### src/hw/rtl/lfsc_pkg.sv
package lfsc_pkg;

   localparam int LEVEL_W = 10;
   localparam int DRIVE_W = 11;
   localparam int TICK_W  = 6;
   localparam int PROD_W  = 20;
   localparam int CSR_IDX_W = 3;

   localparam logic [LEVEL_W-1:0] LEVEL_SCALE = 10'd900;

   // floor(p / 900) == (p * RECIP) >> RECIP_SHIFT, exact for p < 2^20
   localparam int RECIP_W = 21;
   localparam logic [RECIP_W-1:0] RECIP = 21'd1193047;
   localparam int RECIP_SHIFT = 30;
   localparam int QPROD_W = PROD_W + RECIP_W;

   localparam logic [LEVEL_W-1:0] NOMINAL_RST   = 10'd500;
   localparam logic [LEVEL_W-1:0] MAX_SPEED_RST = 10'd1000;
   localparam logic [LEVEL_W-1:0] THRESHOLD_RST = 10'd600;
   localparam logic [TICK_W-1:0]  LEFT_TICKS_RST  = 6'd20;
   localparam logic [TICK_W-1:0]  RIGHT_TICKS_RST = 6'd40;

   typedef enum logic [CSR_IDX_W-1:0] {
      CSR_NOMINAL_SPEED     = 3'd0,
      CSR_MAX_SPEED         = 3'd1,
      CSR_LINE_THRESHOLD    = 3'd2,
      CSR_LEFT_SWEEP_TICKS  = 3'd3,
      CSR_RIGHT_SWEEP_TICKS = 3'd4
   } csr_index_type;

   typedef struct packed {
      logic [PROD_W-1:0] prod;
      logic              neg;
   } wheel_term_type;

endpackage

### src/hw/rtl/line_follow_search_controller.sv
// Pipeline: a req transfer passes the input register, then the result register, before rsp_valid rises.
// Throughput: one tick per cycle unless rsp_stall holds the output; the sensor-term multiply
// precedes the input register, the divide-by-900 reciprocal multiply the result register.
// Reset (synchronous, active high): follow mode, left sweep phase, tick count zero,
// registers at their default values, both pipeline stages empty.
module line_follow_search_controller
   import lfsc_pkg::*;
(
   input  logic                      clock,
   input  logic                      reset,

   input  logic                      csr_write_en,
   input  logic [CSR_IDX_W-1:0]      csr_index,
   input  logic [LEVEL_W-1:0]        csr_data,

   input  logic                      req_valid,
   output logic                      req_stall,
   input  logic [LEVEL_W-1:0]        req_left_level,
   input  logic [LEVEL_W-1:0]        req_center_level,
   input  logic [LEVEL_W-1:0]        req_right_level,

   output logic                      rsp_valid,
   input  logic                      rsp_stall,
   output logic signed [DRIVE_W-1:0] rsp_left_drive,
   output logic signed [DRIVE_W-1:0] rsp_right_drive,
   output logic                      rsp_drive_valid,
   output logic                      rsp_search_active
);

   typedef enum logic [1:0] {
      PHASE_LEFT     = 2'd0,
      PHASE_RIGHT    = 2'd1,
      PHASE_STRAIGHT = 2'd2
   } phase_type;

   logic [LEVEL_W-1:0] nominal_ff, max_speed_ff, threshold_ff;
   logic [TICK_W-1:0]  left_ticks_ff, right_ticks_ff;

   logic               s1_valid_ff;
   wheel_term_type     ld_term_ff, rd_term_ff;
   logic [LEVEL_W-1:0] center_ff;
   wheel_term_type     ld_term_in, rd_term_in;

   logic               search_ff, search_in;
   phase_type          phase_ff, phase_in;
   logic [TICK_W-1:0]  tick_ff, tick_in;

   logic                      rsp_valid_ff;
   logic signed [DRIVE_W-1:0] ld_ff, rd_ff, ld_in, rd_in;
   logic                      drive_valid_ff, drive_valid_in;
   logic                      search_out_ff;

   logic out_free, s1_move, req_take;
   logic lost;
   logic signed [DRIVE_W-1:0] ld_follow, rd_follow, nom_pos, nom_neg;

   function automatic wheel_term_type make_term(input logic [LEVEL_W-1:0] nom,
                                                input logic [LEVEL_W-1:0] opp);
      wheel_term_type     t;
      logic [LEVEL_W-1:0] diff;
      begin
         if (opp <= LEVEL_SCALE) begin
            diff  = LEVEL_SCALE - opp;
            t.neg = 1'b0;
         end else begin
            diff  = opp - LEVEL_SCALE;
            t.neg = 1'b1;
         end
         t.prod = PROD_W'(nom) * PROD_W'(diff);
         return t;
      end
   endfunction

   function automatic logic signed [DRIVE_W-1:0] follow_speed(input wheel_term_type t,
                                                               input logic [LEVEL_W-1:0] lim);
      logic [QPROD_W-1:0] qp;
      logic [LEVEL_W-1:0] q, mag;
      logic [DRIVE_W-1:0] m;
      begin
         qp  = QPROD_W'(t.prod) * QPROD_W'(RECIP);
         q   = qp[RECIP_SHIFT+LEVEL_W-1:RECIP_SHIFT];
         mag = (q > lim) ? lim : q;
         m   = {1'b0, mag};
         return t.neg ? -signed'(m) : signed'(m);
      end
   endfunction

   assign out_free  = !rsp_valid_ff || !rsp_stall;
   assign s1_move   = s1_valid_ff && out_free;
   assign req_stall = s1_valid_ff && !out_free;
   assign req_take  = req_valid && !req_stall;

   assign ld_term_in = make_term(nominal_ff, req_right_level);
   assign rd_term_in = make_term(nominal_ff, req_left_level);

   assign lost      = center_ff > threshold_ff;
   assign ld_follow = follow_speed(ld_term_ff, max_speed_ff);
   assign rd_follow = follow_speed(rd_term_ff, max_speed_ff);
   assign nom_pos   = signed'({1'b0, nominal_ff});
   assign nom_neg   = -nom_pos;

   always_comb begin
      search_in      = search_ff;
      phase_in       = phase_ff;
      tick_in        = tick_ff;
      ld_in          = '0;
      rd_in          = '0;
      drive_valid_in = 1'b1;
      if (!search_ff) begin
         if (lost) begin
            search_in = 1'b1;
         end else begin
            ld_in = ld_follow;
            rd_in = rd_follow;
         end
      end else if (!lost) begin
         search_in = 1'b0;
         phase_in  = PHASE_LEFT;
         tick_in   = '0;
      end else begin
         case (phase_ff)
            PHASE_LEFT: begin
               if (tick_ff < left_ticks_ff) begin
                  ld_in   = nom_neg;
                  rd_in   = nom_pos;
                  tick_in = tick_ff + 1'b1;
               end else begin
                  tick_in        = '0;
                  phase_in       = PHASE_RIGHT;
                  drive_valid_in = 1'b0;
               end
            end
            PHASE_RIGHT: begin
               if (tick_ff < right_ticks_ff) begin
                  ld_in   = nom_pos;
                  rd_in   = nom_neg;
                  tick_in = tick_ff + 1'b1;
               end else begin
                  tick_in        = '0;
                  phase_in       = PHASE_STRAIGHT;
                  drive_valid_in = 1'b0;
               end
            end
            default: begin
               ld_in = nom_pos;
               rd_in = nom_pos;
            end
         endcase
      end
   end

   always_ff @(posedge clock) begin
      if (reset) begin
         nominal_ff     <= NOMINAL_RST;
         max_speed_ff   <= MAX_SPEED_RST;
         threshold_ff   <= THRESHOLD_RST;
         left_ticks_ff  <= LEFT_TICKS_RST;
         right_ticks_ff <= RIGHT_TICKS_RST;
      end else if (csr_write_en) begin
         case (csr_index_type'(csr_index))
            CSR_NOMINAL_SPEED:     nominal_ff     <= csr_data;
            CSR_MAX_SPEED:         max_speed_ff   <= csr_data;
            CSR_LINE_THRESHOLD:    threshold_ff   <= csr_data;
            CSR_LEFT_SWEEP_TICKS:  left_ticks_ff  <= csr_data[TICK_W-1:0];
            CSR_RIGHT_SWEEP_TICKS: right_ticks_ff <= csr_data[TICK_W-1:0];
            default: ;
         endcase
      end
   end

   always_ff @(posedge clock) begin
      if (reset) begin
         s1_valid_ff <= 1'b0;
      end else if (req_take) begin
         s1_valid_ff <= 1'b1;
      end else if (s1_move) begin
         s1_valid_ff <= 1'b0;
      end
      if (req_take) begin
         ld_term_ff <= ld_term_in;
         rd_term_ff <= rd_term_in;
         center_ff  <= req_center_level;
      end
   end

   always_ff @(posedge clock) begin
      if (reset) begin
         search_ff    <= 1'b0;
         phase_ff     <= PHASE_LEFT;
         tick_ff      <= '0;
         rsp_valid_ff <= 1'b0;
      end else begin
         if (s1_move) begin
            search_ff    <= search_in;
            phase_ff     <= phase_in;
            tick_ff      <= tick_in;
            rsp_valid_ff <= 1'b1;
         end else if (out_free) begin
            rsp_valid_ff <= 1'b0;
         end
      end
      if (s1_move) begin
         ld_ff          <= ld_in;
         rd_ff          <= rd_in;
         drive_valid_ff <= drive_valid_in;
         search_out_ff  <= search_in;
      end
   end

   assign rsp_valid         = rsp_valid_ff;
   assign rsp_left_drive    = ld_ff;
   assign rsp_right_drive   = rd_ff;
   assign rsp_drive_valid   = drive_valid_ff;
   assign rsp_search_active = search_out_ff;

endmodule
### config.mk
export PLATFORM = sky130hd
export DESIGN_NAME = line_follow_search_controller
export DESIGN_NICKNAME = d
export VERILOG_FILES = /design/src/hw/rtl/lfsc_pkg.sv /design/src/hw/rtl/line_follow_search_controller.sv
export SDC_FILE = /design/constraint.sdc
export NUM_CORES = 2
export LEC_CHECK = 0
export BUFFER_PORTS_ARGS = -buffer_cell sky130_fd_sc_hd__buf_2
export CAP_MARGIN = 20
export CELL_PAD_IN_SITES_DETAIL_PLACEMENT = 1
export CELL_PAD_IN_SITES_GLOBAL_PLACEMENT = 1
export CORE_MARGIN = 4
export CORE_UTILIZATION = 45
export DETAILED_ROUTE_END_ITERATION = 8
export MAX_ROUTING_LAYER = met4
export PLACE_DENSITY_LB_ADDON = 0.1
export SLEW_MARGIN = 40
export SYNTH_ARGS = -nofsm -noshare
export SYNTH_HDL_FRONTEND = slang
export SYNTH_SLANG_ARGS = --single-unit
### constraint.sdc
create_clock -name clock -period 9.01 [get_ports clock]
set_input_delay 0.4505 -clock clock [delete_from_list [all_inputs] [get_ports clock]]
set_output_delay 0.4505 -clock clock [all_outputs]
set_load 0.02 [all_outputs]
==> results.md <==
* Max Cap Violations at 0
* Post-Synth Adder-Cell Area at 54.5%
* Worst r2r dst: rsp_right_drive[9]$_DFFE_PP_
* Status: complete, no violations
* Async SR Flop Fraction at 0%
* Synth top area share at 27.3%
* IO buf count at 73
* Largest net degree at the start of global routing at 53
* Slew HR at 45.5%
* Final core occ at 50.1%
* Hold depth at 1
* Die area at 0.0640 mm^2
* Yosys cell types at 70
* Hold WC Path Type: in2reg
* Top cells by count, synth: inv_1 (605), ha_1 (586), fa_1 (368)
* Area of the mapped netlist at 0.0270 mm^2
* Vias post-DR at 20.3k
* Buffers plus inverters on the worst setup path at 2
* Placer Congestion at 0.923
* Top achievable clock speed at 114 MHz
* Kind of critical path: reg2reg
* XOR/XNOR share of the synthesized area at 2.76%
* Initial antenna violation count at 0
* EDFF count, synth at 76
* Die height at 253 um
* Main combinational cell family by area after synthesis: adder cells
* Worst Tran Pin Value at 817 ps
* CP Capture Type: flip-flop
* Multiplexer share of the synthesized area at 1.40%
* Fraction of layout cells with a size suffix above 1 at 9.22%
* Core Footprint at 0.0592 mm^2
* Setup slack, reg-to-reg at 250 ps
* Crit path time final at 8760 ps
* Yosys warning count at 0
* DR iter-0 viols at 1016
* Fin worst setup slack at 249 ps
* Post-route ant nets at 0
* Post-Place Setup Slack at 125 ps
* Register area share after synthesis at 12.4%
* Largest cells by area after synthesis: fa_1 (27%), ha_1 (27%), edfxtp_1 (8.5%)
* Worst-skew pair later-pin latency at 460 ps
* Total gr overflow at 0
* TritonCTS clock tree: built
* CP top delay family: adder cells
* Worst hold endpoint: center_ff[8]$_DFFE_PP_
* Initial core utilization at 45.6%
* Total Wirelength at 76800 um
* DRC at 0
* Reg clk slew, reported paths at 60 ps
* Storage cell area at 0.00335 mm^2
* NumNets Final at 3962
* Synthesized Nets at 3832
* Vias per cell at 5.41
* Complex-gate fraction of the synthesized area at 8.84%
* Syn_area_per_cell at 9.54 um^2
* Top cell type by total area after synthesis: fa_1
* Crit-path max FO at 5
* Die width at 253 um
* Simple-gate share of the synthesized area at 11.0%
* R2r worst-path depth at 29
* CTS sink count at 129
* Final max-slew violation count at 0
* Worst r2r src: rd_term_ff[15]$_DFFE_PP_
* Final period utilization at 97.2%
* # IOs at 74
* Arrival time of the worst setup path at 9070 ps
* Vias in the first global route at 22.5k
* HP Start: req_center_level[8]
* Crit-path slowest cell: fa_1
* Biggest cell delay along the critical path at 580 ps
* Footprint of the multi-input gates at 0.0215 mm^2
* Final setup viols at 0
* Std-Cell Rows at 89
* FF+latch count, synth at 129
* Setup Skew at 21.3 ps
* Root buffer cell: clkbuf_16
* Final hold vios at 0
* CTS Buffer Depth at 2
* Initial DRT Pass Iterations at 5
* Tot GR Track Use at 25.1%
* Drt wl/cell at 20.5 um
* First-pass GRT wire length at 123000 um
* Diode count at 0
* Post-DP HPWL at 64900 um
* Cells after synthesis at 2830
* Top_reg_cell synth: edfxtp_1
* Cell mode on critical path: fa_1
* Critical Path RT at 9320 ps
* Hold_buf cts at 0
* CP startpoint kind: flip-flop
* Max H-tree Level at 4
* Count leader, synth: inv_1
* Filler Cell Count at 6774
* Area grow syn2layout at 10.0%
* TritonCTS Buffers at 17
worst max-delay path by stage:
| stage | startpoint | to | slack (ps) | cells after the start |
|---|---|---|---|---|
| after global placement | rd_term_ff[18]$_DFFE_PP_ | rsp_right_drive[7]$_DFFE_PP_ | 180 | 30 |
| after floorplan | rd_term_ff[18]$_DFFE_PP_ | rsp_right_drive[9]$_DFFE_PP_ | 600 | 29 |
| after CTS | ld_term_ff[18]$_DFFE_PP_ | rsp_left_drive[8]$_DFFE_PP_ | 70 | 33 |
| after detailed placement | rd_term_ff[18]$_DFFE_PP_ | rsp_right_drive[9]$_DFFE_PP_ | 130 | 30 |
| final | rd_term_ff[15]$_DFFE_PP_ | rsp_right_drive[9]$_DFFE_PP_ | 250 | 29 |
| after global routing | rd_term_ff[18]$_DFFE_PP_ | rsp_right_drive[9]$_DFFE_PP_ | -80 | 30 |
cells in the final DEF, fill, tap and decap left out, types with 5 or more instances in the layout:
cell / count
inv_1: 604
ha_1: 578
fa_1: 365
nand2_1: 226
a21oi_1: 105
and2_1: 104
nor2_1: 98
buf_4: 87
edfxtp_1: 76
buf_2: 73
xnor2_1: 55
o21ai_0: 54
dfxtp_1: 51
a21o_1: 42
nand3_1: 38
mux2i_1: 23
nand4_1: 20
nor3_1: 20
xor2_1: 20
clkbuf_16: 19
a22oi_1: 18
o22ai_1: 17
nor2b_1: 16
o21a_1: 14
and3_1: 14
nand2b_1: 13
a211o_1: 13
nand3b_1: 12
o21bai_1: 10
mux2_2: 10
a211oi_1: 9
or3_1: 9
or2_2: 8
and4_1: 7
xnor2_2: 7
o31ai_1: 7
o211ai_1: 7
clkinv_4: 6
a21oi_2: 5
o21ai_1: 5
area by class of cell:
class | count | share of cell area [%]
clock buffer | 20 | 1.61
clock inverter | 12 | 0.325
inverter | 605 | 7.65
multi-input combinational | 2045 | 72.3
sequential | 129 | 11.3
tap | 773 | 3.26
timing repair buffer | 162 | 3.54
flip-flops by register name, summed over array words and instances (netlist names):
name               count
right_ticks_ff         6
rsp_right_drive       11
tick_ff                6
center_ff             10
rsp_valid              1
threshold_ff          10
rsp_drive_valid        1
left_ticks_ff          6
search_ff              1
rsp_search_active      1
ld_term_ff            21
phase_ff               2
rd_term_ff            21
nominal_ff            10
rsp_left_drive        11
s1_valid_ff            1
max_speed_ff          10
cells by family (layout without fill, tap and decap cells):
| group | count (synthesis) | after routing |
|---|---|---|
| buffers and inverters | 656 | 799 |
| muxes | 36 | 36 |
| xor gates and xnor gates | 85 | 85 |
| AOI/OAI and AO/OA | 364 | 364 |
| adders and majority gates | 954 | 954 |
| DFF | 129 | 129 |
| and+or+nand+nor | 606 | 606 |
through the flow:
stage / TNS [ps] / hold slack [ps] / instance area [um^2] / instances
after CTS: 0 / 152 / 29200 / 3722
final: 0 / 168 / 29700 / 3746
after global placement: 0 / 444 / 28600 / 3690
after floorplan: 0 / 436 / 27000 / 2830
after detailed placement: 0 / 451 / 28700 / 3690
after global routing: -127 / 155 / 29700 / 3746
metal layers:
layer | vias up | part of all wire, % | track usage, %
met4 | 0 | 1.6 | 4.93
met3 | 63 | 2.6 | 1.51
met5 | - | 0 | -
li1 | 9529 | - | -
met1 | 10300 | 48 | 34.9
met2 | 333 | 48 | 41.2
what timing repair did:
item | 4_1_cts | 5_1_grt
gates resized for setup | 0 | 44
buffers inserted | 0 | 23
setup endpoints to repair | 0 | 19
Power is left out: the tool's default activity adds up to more than one toggle a clock period on the data nets, which glitch-free logic cannot reach.
